`src/rtl/assert_macros.svh`:
```
// ---------------------------------------------------------------------------
// assert_macros.svh
// assertion shorthands included by the top rtl file
// ---------------------------------------------------------------------------
`ifndef ASSERT_MACROS_SVH
`define ASSERT_MACROS_SVH

// same-cycle implication
`define LGS_ASSERT_IMPL(lbl, clk_i, rst_n_i, ante, cons) \
	lbl: assert property (@(posedge clk_i) disable iff (!rst_n_i) (ante) |-> (cons)) \
		else $error("assertion failed");

// next-cycle implication
`define LGS_ASSERT_NEXT(lbl, clk_i, rst_n_i, ante, cons) \
	lbl: assert property (@(posedge clk_i) disable iff (!rst_n_i) (ante) |=> (cons)) \
		else $error("assertion failed");

`endif

```
`src/rtl/lgs_ram.sv`:
```
// ---------------------------------------------------------------------------
// lgs_ram
// generic single write port, single read port ram with registered read
// ---------------------------------------------------------------------------
module lgs_ram #(
	parameter int Width = 8,
	parameter int Depth = 16
) (
	input  logic                     clk,
	input  logic                     we,
	input  logic [$clog2(Depth)-1:0] waddr,
	input  logic [Width-1:0]         wdata,
	input  logic                     re,
	input  logic [$clog2(Depth)-1:0] raddr,
	output logic [Width-1:0]         rdata
);

	logic [Width-1:0] mem_q [Depth];

	always_ff @(posedge clk) begin
		if (we) begin
			mem_q[waddr] <= wdata;
		end
		if (re) begin
			rdata <= mem_q[raddr];
		end
	end

endmodule

```
`config.mk`:
```
export PLATFORM = sky130hd
export DESIGN_NAME = lgs_ram
export DESIGN_NICKNAME = d
export VERILOG_FILES = /design/src/rtl/assert_macros.svh /design/src/rtl/lgs_ram.sv
export SDC_FILE = /design/constraint.sdc
export NUM_CORES = 1
export LEC_CHECK = 0
export ABC_AREA = 1
export BUFFER_PORTS_ARGS = -buffer_cell sky130_fd_sc_hd__buf_4
export CAP_MARGIN = 20
export CORE_UTILIZATION = 60
export DETAILED_ROUTE_END_ITERATION = 8
export PLACE_DENSITY = 0.88
export SLEW_MARGIN = 40
export SYNTH_ARGS = -nofsm -noshare
export SYNTH_HDL_FRONTEND = slang
export SYNTH_SLANG_ARGS = --single-unit
export TNS_END_PERCENT = 30
```
`constraint.sdc`:
```
create_clock -name clk -period 1.9 [get_ports clk]
set_input_delay 0.38 -clock clk [delete_from_list [all_inputs] [get_ports clk]]
set_output_delay 0.38 -clock clk [all_outputs]
set_load 0.01 [all_outputs]
```
==> impl_metrics.py <==
metrics = {
    "run_status": {
        "status": "finished clean",
    },
    "final_layout": {
        "stdcell_count": 736,
        "fin_util": 0.728,
        "fin_nets": 614,
        "drive_above_1_share": 0.125,
        "fin_area_mm2": 0.00679,
        "syn2layout_area_growth_pct": 16.2,
        "diodes": 0,
    },
    "pwr": {
        "power_density_mw_per_mm2": 1010,
        "vdd_ir_drop_max_mv": 0.636,
        "leakage_nw": 2.95,
    },
    "synthesis": {
        "synthCells": 551,
        "synth_nets": 570,
        "yosysWarnings": 0,
        "ys_ff_latch": 136,
        "ys_seq_area_frac": 0.698,
        "synth.distinct_cells": 11,
        "synthesis.area_mm2": 0.00585,
        "syn_area_per_cell_um2": 10.6,
    },
    "grt": {
        "grt_pass1_wl_um": 21000,
        "grt_max_degree": 65,
        "overflow": 0,
        "track_usage": 0.293,
        "grt_pass1_vias": 3965,
        "antenna_found_initial": 0,
    },
    "timing": {
        "fin_tns_setup_ns": 0,
        "skew_ns": 0.00608,
        "finalCritPeriodShare": 0.781,
        "fmax_mhz": 674,
        "drv_slew": 0,
        "slew_headroom": 0.736,
        "worstMarginPinSlew_ns": 0.396,
        "finalWorstPathRequiredPeriod_ns": 1.48,
        "layout_setup_ws_ns": 0.415,
        "setup_viol": 0,
        "hold_violations": 0,
        "grt_setup_unrepaired": "false",
    },
    "route": {
        "via_per_inst": 5.54,
        "wl_um": 13400,
        "ant_nets": 0,
        "first_iter_violations": 525,
        "drc_errors": 0,
        "vias": 4079,
        "wire_per_inst_um": 18.1,
        "first_pass_iters": 6,
    },
    "worst_setup_path": {
        "timing.rr.start": "mem_q[8][0]$_DFFE_PP_",
        "cp_num_buf_inv": 1,
        "reg2reg_slack_ns": 0.72,
        "end_kind": "primary output",
        "worstSetupStartpointType": "flop",
        "cp.arrival_ns": 1.10,
        "cp_max_fo": 1,
        "cp_cell_sequence": "buf_4",
        "required_ns": 1.52,
        "worst_r2r_endpoint": "rdata[0]$_DFFE_PP_",
        "cpPeakStageDelay_ns": 0.41,
        "crit_slowest_cell": "edfxtp_1",
        "crit_family": "flip-flops",
        "worst_r2r_path_depth": 6,
        "crit_type": "reg2out",
    },
    "clocking": {
        "clockRootBuffer": "clkbuf_8",
        "ctsResizeCount": 0,
        "clockBufferDepth": 2,
        "cts_hold_buf": 0,
        "numCtsBuffers": 17,
        "cts_sinks": 136,
        "cts_setup_buffers": 0,
        "clk_latency_ns": 0.52,
        "h-tree-depth": 4,
        "cts_tree": "yes",
        "clk_transition_reported_paths_ns": 0.06,
    },
    "die": {
        "dieArea_mm2": 0.0101,
        "rows": 35,
        "pin_count": 27,
        "fp.dieW_um": 101,
        "die_y_um": 101,
        "initial_core_util": 0.627,
        "core_mm2": 0.00933,
    },
    "place": {
        "hpwlAfterDp_um": 7880,
        "port-buffer-count": 26,
        "dpl_cell_area_mm2": 0.00626,
        "place.gp.congestion": 0.853,
        "place_ws_ns": 0.246,
        "dp_cells": 705,
    },
    "min_path": {
        "hold_path_startpoint": "re",
        "hold_depth": 1,
        "min_to": "rdata[0]$_DFFE_PP_",
        "hp-class": "in2reg",
    },
    "job": {
        "cap_viol_max_count": 0,
    },
}
-- worst max-delay path by stage --
stage	slack, ns	end	cells after the start	startpoint
after floorplan	0.57	mem_q[10][0]$_DFFE_PP_	2	waddr[2]
after global placement	0.28	rdata[2]$_DFFE_PP_	8	raddr[0]
after detailed placement	0.25	rdata[2]$_DFFE_PP_	8	raddr[0]
after CTS	0.40	rdata[1]	1	rdata[1]$_DFFE_PP_
after global routing	0.38	rdata[1]	1	rdata[1]$_DFFE_PP_
final	0.42	rdata[1]	1	rdata[1]$_DFFE_PP_
-- Yosys cell counts, drive strengths merged --
master	count	share of area
nor2	17	0.011
nand3b	2	0.0026
nand3	97	0.083
nand2	173	0.11
edfxtp	136	0.70
inv	102	0.065
buf	24	0.028
-- sequential cells by signal, summed over array words and instances (netlist names) --
| signal | flops |
|---|---|
| mem_q | 128 |
| rdata | 8 |
-- placed cells by master, fill, tap and decap left out, drive strengths merged --
cell | netlist | final
nand3b | 2 | 2
nand2 | 173 | 173
clkinvlp | 0 | 1
nand3 | 97 | 97
buf | 24 | 49
bufinv | 0 | 2
clkbuf | 0 | 20
edfxtp | 136 | 136
clkinv | 0 | 8
inv | 102 | 102
nor2 | 17 | 17
-- cell type report --
class,instances,area [um^2]
multi-input combinational,289,1210
inverter,102,383
sequential,136,4080
timing repair buffer,49,418
tap,129,161
clock inverter,11,108
fill,575,2530
clock buffer,20,425
-- through the flow --
step           hold slack, ns  power (W)
2_1_floorplan           0.479    0.00370
3_3_place_gp            0.675    0.00388
3_5_place_dp            0.673    0.00390
4_1_cts                 0.133    0.00683
5_1_grt                 0.134    0.00700
6_report                0.148    0.00684
-- cell families (layout without fill, tap and decap cells) --
| logic type | Yosys count | after routing | synth area share |
|---|---|---|---|
| buf+inv | 126 | 182 | 0.0939 |
| flops | 136 | 136 | 0.698 |
| simple gates | 289 | 289 | 0.208 |
-- where the power goes --
| group | internal (W) | switching [W] | total, W | leakage (nW) |
|---|---|---|---|---|
| sequential | 0.00338 | 0.0000198 | 0.00340 | 1.24 |
| combinational | 0.000146 | 0.000303 | 0.000450 | 1.46 |
| clock | 0.00183 | 0.00116 | 0.00299 | 0.261 |
-- routing by layer --
| metal | track usage | vias to the layer above | wire (um) |
|---|---|---|---|
| met4 | 0.135 | 0 | 388 |
| met3 | 0.0645 | 36 | 1370 |
| met2 | 0.469 | 291 | 6630 |
| li1 | - | 1863 | - |
| met5 | 0 | - | 0 |
| met1 | 0.386 | 1889 | 4960 |
Power figures use the tool's default switching activity.
