**config.mk**
```make
export PLATFORM = sky130hd
export DESIGN_NAME = lgs_cell_row
export DESIGN_NICKNAME = d
export VERILOG_FILES = /design/src/rtl/assert_macros.svh /design/src/rtl/lgs_pkg.sv /design/src/rtl/lgs_cell.sv /design/src/rtl/lgs_cell_row.sv
export SDC_FILE = /design/constraint.sdc
export NUM_CORES = 1
export LEC_CHECK = 0
export BUFFER_PORTS_ARGS = -buffer_cell sky130_fd_sc_hd__buf_2
export CORE_ASPECT_RATIO = 1.1
export CORE_MARGIN = 3
export CORE_UTILIZATION = 35
export CTS_BUF_LIST = sky130_fd_sc_hd__clkbuf_4 sky130_fd_sc_hd__clkbuf_8
export DETAILED_ROUTE_END_ITERATION = 10
export GPL_ROUTABILITY_DRIVEN = 0
export HOLD_SLACK_MARGIN = 0.08
export PLACE_DENSITY = 0.6
export SLEW_MARGIN = 30
export SYNTH_ARGS = -nofsm -noshare
export SYNTH_HDL_FRONTEND = slang
export SYNTH_SLANG_ARGS = --single-unit
```
**constraint.sdc**
```tcl
create_clock -name clk -period 11.3 [get_ports clk]
set_input_delay 1.695 -clock clk [delete_from_list [all_inputs] [get_ports clk]]
set_output_delay 1.695 -clock clk [all_outputs]
set_load 0.03 [all_outputs]
```
**src/rtl/assert_macros.svh**
```systemverilog
// ---------------------------------------------------------------------------
// assert_macros.svh
// assertion shorthands included by the top rtl file
// ---------------------------------------------------------------------------
`ifndef ASSERT_MACROS_SVH
`define ASSERT_MACROS_SVH

// same-cycle implication
`define LGS_ASSERT_IMPL(lbl, clk_i, rst_n_i, ante, cons) \
	lbl: assert property (@(posedge clk_i) disable iff (!rst_n_i) (ante) |-> (cons)) \
		else $error("assertion failed");

// next-cycle implication
`define LGS_ASSERT_NEXT(lbl, clk_i, rst_n_i, ante, cons) \
	lbl: assert property (@(posedge clk_i) disable iff (!rst_n_i) (ante) |=> (cons)) \
		else $error("assertion failed");

`endif

```
**src/rtl/lgs_pkg.sv**
```systemverilog
// ---------------------------------------------------------------------------
// lgs_pkg
// types and constants of the life grid generation step block
// ---------------------------------------------------------------------------
package lgs_pkg;

	localparam int MaxRows = 64;
	localparam int MaxCols = 64;
	localparam int RowW    = $clog2(MaxRows);
	localparam int ColW    = $clog2(MaxCols);
	localparam int CntW    = 7;
	localparam int InW     = 16;
	localparam int OutW    = 8;

	typedef enum logic [1:0] {
		CMD_WRITE = 2'd0,
		CMD_READ  = 2'd1,
		CMD_STEP  = 2'd2,
		CMD_CHECK = 2'd3
	} lgs_cmd_t;

	localparam logic REG_ROW_COUNT = 1'b0;
	localparam logic REG_COL_COUNT = 1'b1;

	typedef enum logic [1:0] {
		ST_IDLE,
		ST_ACCESS,
		ST_SWEEP,
		ST_RESP
	} lgs_state_t;

	// window control shared by every cell of the row
	typedef struct packed {
		logic clr;
		logic shift;
	} lgs_win_ctl_t;

endpackage

```
**src/rtl/lgs_cell.sv**
```systemverilog
// ---------------------------------------------------------------------------
// lgs_cell
// one grid column of the sweep window with its b3/s23 rule
// ---------------------------------------------------------------------------
module lgs_cell
	import lgs_pkg::*;
(
	input  logic         clk,
	input  lgs_win_ctl_t ctl,
	input  logic         in_bit,
	input  logic         act,
	input  logic [2:0]   nb_left,
	input  logic [2:0]   nb_right,
	output logic [2:0]   col_bits,
	output logic         next_bit,
	output logic         changed
);

	logic       above_q;
	logic       cur_q;
	logic       below_q;
	logic [3:0] n;

	always_ff @(posedge clk) begin
		if (ctl.clr) begin
			above_q <= 1'b0;
			cur_q   <= 1'b0;
			below_q <= 1'b0;
		end else if (ctl.shift) begin
			above_q <= cur_q;
			cur_q   <= below_q;
			below_q <= in_bit;
		end
	end

	// bit 0 above, bit 1 current, bit 2 below
	assign col_bits = {below_q, cur_q, above_q};

	assign n = {3'b0, nb_left[0]} + {3'b0, nb_left[1]} + {3'b0, nb_left[2]}
		+ {3'b0, nb_right[0]} + {3'b0, nb_right[1]} + {3'b0, nb_right[2]}
		+ {3'b0, above_q} + {3'b0, below_q};

	assign next_bit = act & ((n == 4'd3) | (cur_q & (n == 4'd2)));
	assign changed  = next_bit ^ cur_q;

endmodule

```
**src/rtl/lgs_cell_row.sv**
```systemverilog
// ---------------------------------------------------------------------------
// lgs_cell_row
// chain of column cells forming the three-row sweep window
// ---------------------------------------------------------------------------
module lgs_cell_row
	import lgs_pkg::*;
(
	input  logic               clk,
	input  lgs_win_ctl_t       ctl,
	input  logic [MaxCols-1:0] row_in,
	input  logic [MaxCols-1:0] act_mask,
	output logic [MaxCols-1:0] next_row,
	output logic               changed
);

	logic [2:0]         col_bits [MaxCols];
	logic [MaxCols-1:0] chg;

	for (genvar i = 0; i < MaxCols; i++) begin : g_col
		logic [2:0] left;
		logic [2:0] right;

		if (i == 0) begin : g_left_edge
			assign left = 3'b000;
		end else begin : g_left
			assign left = col_bits[i-1];
		end

		if (i == MaxCols - 1) begin : g_right_edge
			assign right = 3'b000;
		end else begin : g_right
			assign right = col_bits[i+1];
		end

		lgs_cell u_cell (
			.clk      (clk),
			.ctl      (ctl),
			.in_bit   (row_in[i]),
			.act      (act_mask[i]),
			.nb_left  (left),
			.nb_right (right),
			.col_bits (col_bits[i]),
			.next_bit (next_row[i]),
			.changed  (chg[i])
		);
	end

	assign changed = |chg;

endmodule
```
==> impl_metrics.csv, run 1 <==
group,metric,value,unit
worst_setup_path,cp_slowest_cell,"nor4b_1",
grt,track_usage,17.4,%
synthesis,synth.avg_cell_area,9.11,um^2
finish,seq_area,3840,um^2
cts,cts_resized,0,
cts,htreeDepth,4,
synthesis,synth_flop_cell,"dfxtp_1",
worst_setup_path,path_class,"reg2out",
die,core,55500,um^2
die,die_h,256,um
finish,layout-drive-gt1-share,10.5,%
drt,first_pass_iters,5,
timing,hold_viol,0,
grt,grt_overflow,0,
grt,antenna_found_initial,6,
timing,period_share,65.9,%
place,io_buffers,195,
die,pin_count,196,
timing,tightest_slew,967,ps
worst_setup_path,required,9610,ps
finish,n_fill_cell,5596,
flow_run,drv_cap,0,
min_path,min_path_type,"reg2reg",
worst_setup_path,cp_top_family,"adder cells",
timing,rsz0062_at_grt,"false",
worst_setup_path,cp.buffers_inverters,5,
grt,grt_pass1_vias,15244,
drt,vias_per_cell,4.68,
power_and_ir_drop,ir_worst_vdd,0.0000727,V
finish,areaGrowthSynthToFinish,8.97,%
die,die-area,59600,um^2
timing,period_needed,7450,ps
status,status,"finished clean",
worst_setup_path,critPathArrivalTime,5760,ps
die,die_x,233,um
die,rows,90,
worst_setup_path,critical_path.max_stage_delay,760,ps
drt,wl,49800,um
power_and_ir_drop,p_leak,0.0106,uW
worst_setup_path,worstSetupEndpointType,"output port",
drt,vias,14233,
grt,grt_pass1_wl,80900,um
power_and_ir_drop,power_density,80.2,nW/um^2
drt,drc_errors,0,
synthesis,netlist_instances,2179,
synthesis,synth-seq-cells,192,
finish,multi_input_area,13200,um^2
synthesis,ys_warn_count,0,
cts,cts_sinks,192,
place,pre_cts_slack,4390,ps
finish,layout.nets,2869,
synthesis,ys_seq_area_share,19.4,%
synthesis,syn-num-nets,2755,
cts,root_buffer,"clkbuf_8",
timing,max_freq,134,MHz
cts,cts_tree,"done",
worst_setup_path,startpoint_type,"register",
cts,cts.path.max_buffers,2,
drt,ant_nets,0,
worst_setup_path,rrSetupSlack,10460,ps
synthesis,netlist_area,19800,um^2
timing,tns,0,ps
drt,wl_per_cell,16.4,um
cts,hold_buffers,0,
worst_setup_path,crit_chain,"ha_1 > inv_1 > fa_1 > fa_1 > inv_1 > fa_1 > inv_1 > fa_1 > inv_1 > o211ai_1 > o21ai_0 > nor4b_1 > nand4_1 > nor4_1 > nand4_1 > buf_2",
cts,cts_setup_buffers,0,
synthesis,ys_async_sr_fraction,0,%
synthesis,synth_cell_types,46,
drt,drtIter0Drc,427,
timing,setup_viol,0,
cts,clk_pin_slew,110,ps
timing,worst_slack,3850,ps
cts,clk_latency,570,ps
timing,relSlewSlack,35.5,%
worst_setup_path,critPathMaxFanout,5,
place,hpwlAfterDp,41300,um
timing,slew_violations,0,
synthesis,synth_edf_count,0,
cts,numCtsBuffers,17,
timing,fin_worst_skew,12.0,ps
grt,grt_max_degree,129,
die,initial_core_util,35.7,%
path summary, 6_finish.rpt:
check,cells after the start,endpoint,startpoint
hold reg to reg,2,g_col[63].u_cell.above_q$_SDFFE_PP0P_,g_col[63].u_cell.above_q$_SDFFE_PP0P_
setup / recovery,16,changed,g_col[36].u_cell.cur_q$_SDFFE_PP0P_
hold / removal,2,g_col[63].u_cell.above_q$_SDFFE_PP0P_,g_col[63].u_cell.above_q$_SDFFE_PP0P_
setup reg to reg,2,g_col[55].u_cell.above_q$_SDFFE_PP0P_,g_col[55].u_cell.cur_q$_SDFFE_PP0P_
worst reg2reg max path, stage by stage (launching register included):
cell and delay [ps]:
dfxtp_1 520, mux2i_1 130, nor2_1 130
registers in the layout (all words and copies together) (netlist names):
name,flops
g_col.u_cell.below_q,64
g_col.u_cell.above_q,64
g_col.u_cell.cur_q,64
layout make-up:
class | count | share of cell area [%]
clock buffer | 22 | 1.40
sequential | 192 | 17.8
clock inverter | 8 | 0.370
timing repair buffer | 202 | 5.09
antenna | 4 | 0.0463
inverter | 589 | 10.2
multi-input combinational | 1291 | 60.8
tap | 736 | 4.26
Yosys cell counts, types with 19 or more instances:
cell      number  area [um^2]
nor2b_1       43          269
ha_1         192         2400
nor3b_1       25          188
fa_1         253         5060
mux2i_1      223         2230
nand2_1       34          128
dfxtp_1      192         3840
clkbuf_1      25         93.8
buf_4         64          480
nor2_1       275         1030
a211oi_1      29          218
o21a_1        19          143
a31oi_1       29          181
inv_1        589         2210
metal layers:
metal  global-route usage (%)  up-vias  part of all wire, %
met5                        0        -                0.054
met4                     6.61        4                  2.9
met3                     3.01       58                  2.9
met2                     29.5      174                   49
met1                     22.1     7033                   45
li1                         -     6964                    -
metrics by stage:
stage | utilization [%] | std cells | instance area, um^2 | power [uW] | hold slack [ps]
floorplan | - | 2179 | 19800 | 1120 | 460
global placement | 38.1 | 3007 | 21100 | 1250 | 476
detailed placement | 38.2 | 3009 | 21200 | 1270 | 488
CTS | 38.9 | 3039 | 21600 | 1770 | 515
global route | 38.9 | 3044 | 21600 | 1860 | 540
finish | 38.9 | 3044 | 21600 | 1730 | 513
layout by cell type, fill, tap and decap left out, drive strengths merged, types with 2 or more instances in the layout:
cell type | netlist | final
nor3b | 25 | 25
nand2b | 12 | 12
o21a | 19 | 19
dfxtp | 192 | 192
a41oi | 7 | 7
or4 | 2 | 2
nor4 | 9 | 9
nand3b | 11 | 11
o211ai | 6 | 6
nor2 | 275 | 275
nor4bb | 9 | 9
clkinv | 0 | 3
diode | 0 | 4
buf | 82 | 202
clkbuf | 25 | 22
a211oi | 30 | 30
a22o | 3 | 3
o21ai | 9 | 9
clkinvlp | 0 | 3
nor2b | 43 | 43
nor4b | 20 | 20
o2111ai | 2 | 2
a31oi | 29 | 29
a2111oi | 5 | 5
nand2 | 34 | 34
mux2i | 223 | 223
nor3 | 16 | 16
ha | 192 | 192
fa | 253 | 253
a21oi | 13 | 13
mux2 | 5 | 5
xnor2 | 17 | 17
nand4 | 12 | 12
inv | 589 | 590
cells by family after synthesis:
family | synth area share, %
muxes | 11.5
adders and majority gates | 37.6
buffers and inverters | 14.4
xor gates and xnor gates | 0.750
DFF | 19.4
AOI/OAI and AO/OA | 4.70
and+or+nand+nor | 11.6
power breakdown:
part	switching [uW]	internal, uW	total, uW
clock	287	201	489
combinational	289	207	496
sequential	47.4	702	749
total	624	1110	1730
Power figures use the tool's default switching activity.
==> inputs of run 2 (changes only) <==
clock period = 7.45 ns   (was 11.3 ns; I/O delays follow)
==> impl_metrics.csv, run 2 (synthesized netlist as in run 1, its figures left out) <==
group,metric,value,unit
cts,cts_sinks,192,
drt,vias,14197,
timing,period_share,92.0,%
status,status,"finished clean",
finish,seq_area,3840,um^2
worst_setup_path,required,6330,ps
drt,wl_per_cell,16.4,um
worst_setup_path,critPathArrivalTime,5740,ps
timing,relSlewSlack,34.0,%
finish,layout.nets,2868,
finish,reg.largest.list,"g_col.u_cell.above_q x64, g_col.u_cell.below_q x64, g_col.u_cell.cur_q x64",
min_path,hold_path_depth,2,
cts,cts_resized,0,
cts,cts_tree,"done",
die,die-area,59600,um^2
timing,hold_viol,0,
grt,antenna_found_initial,4,
drt,drc_errors,0,
cts,root_buffer,"clkbuf_8",
timing,tns,0,ps
power_and_ir_drop,power_density,120,nW/um^2
finish,final_cells,3044,
timing,rsz0062_at_grt,"false",
finish,final_cell_mix,"inv_1, nor2_1, fa_1",
place,hpwlAfterDp,41200,um
timing,max_freq,146,MHz
cts,clk_pin_slew,110,ps
grt,grt_pass1_wl,80800,um
die,die_h,256,um
worst_setup_path,rr_worst_depth,2,
die,pin_count,196,
drt,wl,49800,um
cts,clk_latency,560,ps
timing,hold_ws,509,ps
drt,vias_per_cell,4.66,
drt,ant_nets,0,
finish,areaGrowthSynthToFinish,8.69,%
worst_setup_path,critical_path.max_stage_delay,730,ps
worst_setup_path,worstSetupEndpointType,"output port",
finish,n_fill_cell,5579,
worst_setup_path,critPathMaxFanout,5,
die,core,55500,um^2
cts,htreeDepth,4,
grt,track_usage,17.3,%
timing,slew_violations,0,
timing,tightest_slew,988,ps
cts,cts.path.max_buffers,2,
worst_setup_path,r2r-end,"g_col[55].u_cell.above_q$_SDFFE_PP0P_",
power_and_ir_drop,p_leak,0.0106,uW
worst_setup_path,crit_chain,"ha_1 > inv_1 > fa_1 > fa_1 > inv_1 > fa_1 > inv_1 > fa_1 > inv_1 > o211ai_1 > o21ai_0 > nor4b_1 > nand4_1 > nor4_1 > nand4_1 > buf_2",
worst_setup_path,rrSetupSlack,6590,ps
finish,layout-drive-gt1-share,10.6,%
timing,setup_viol,0,
grt,grt_max_degree,129,
cts,cts_setup_buffers,0,
drt,drtIter0Drc,480,
die,die_x,233,um
cts,numCtsBuffers,17,
worst_setup_path,path_class,"reg2out",
finish,multi_input_area,13200,um^2
drt,first_pass_iters,4,
timing,fin_worst_skew,16.4,ps
min_path,min_path_type,"reg2reg",
grt,grt_pass1_vias,15170,
place,dp.cells,3008,
timing,period_needed,6850,ps
grt,grt_overflow,0,
min_path,hold_path.startpoint,"g_col[63].u_cell.above_q$_SDFFE_PP0P_",
min_path,whs_endpoint,"g_col[63].u_cell.above_q$_SDFFE_PP0P_",
worst_setup_path,startpoint_type,"register",
place,io_buffers,195,
die,initial_core_util,35.7,%
cts,hold_buffers,0,
die,rows,90,
flow_run,drv_cap,0,
power_and_ir_drop,ir_worst_vdd,0.000128,V
worst_setup_path,cp_slowest_cell,"nor4b_1",
worst_setup_path,r2r-start,"g_col[55].u_cell.cur_q$_SDFFE_PP0P_",
finish,layout_commonest_cell,"inv_1",
[run 2: layout make-up]
class	instances	share of cell area [%]
diodes	3	0.0348
flip-flops and latches	192	17.8
inverters	589	10.3
multi-input cells	1291	61.0
clock buffers	21	1.28
clock inverters	11	0.377
repair buffers	201	4.98
well taps	736	4.27
[run 2: critical path, delay by kind of cell (launching register included)]
| family | cells | cell delay (ps) |
|---|---|---|
| buffers and inverters | 5 | 480 |
| AO/OA/AOI/OAI | 2 | 640 |
| flip-flops | 1 | 430 |
| AND/OR/NAND/NOR | 4 | 1650 |
| adder cells (fa/ha/maj) | 5 | 1980 |
[run 2: how the worst max path moves through the flow]
stage	start	end	slack, ps	cells after the start
after floorplan	g_col[26].u_cell.cur_q$_SDFFE_PP0P_	changed	2140	14
after global placement	g_col[36].u_cell.cur_q$_SDFFE_PP0P_	changed	1090	16
after detailed placement	g_col[36].u_cell.cur_q$_SDFFE_PP0P_	changed	1110	16
after CTS	g_col[36].u_cell.cur_q$_SDFFE_PP0P_	changed	420	16
after global routing	g_col[36].u_cell.cur_q$_SDFFE_PP0P_	changed	250	16
final	g_col[36].u_cell.cur_q$_SDFFE_PP0P_	changed	600	16
[run 2: power by group]
| part | internal (uW) | switching (uW) |
|---|---|---|
| combinational | 312 | 437 |
| clock | 258 | 445 |
| sequential | 1060 | 72.2 |
| total | 1640 | 954 |
[run 2: metrics by stage]
stage,area [um^2],utilization [%],setup slack [ps],power (uW)
floorplan,19800,-,2140,1690
global placement,21100,38.1,1090,1890
detailed placement,21200,38.1,1110,1920
CTS,21500,38.8,420,2650
global route,21600,38.8,250,2780
finish,21600,38.8,597,2590
[run 2: metal layers]
metal | vias to the layer above | global-route usage, % | routed length, um
met5 | - | 0 | 27
met4 | 4 | 5.30 | 1240
met3 | 55 | 3.39 | 1720
met2 | 175 | 29.6 | 24600
met1 | 7003 | 22.0 | 22200
li1 | 6960 | - | -
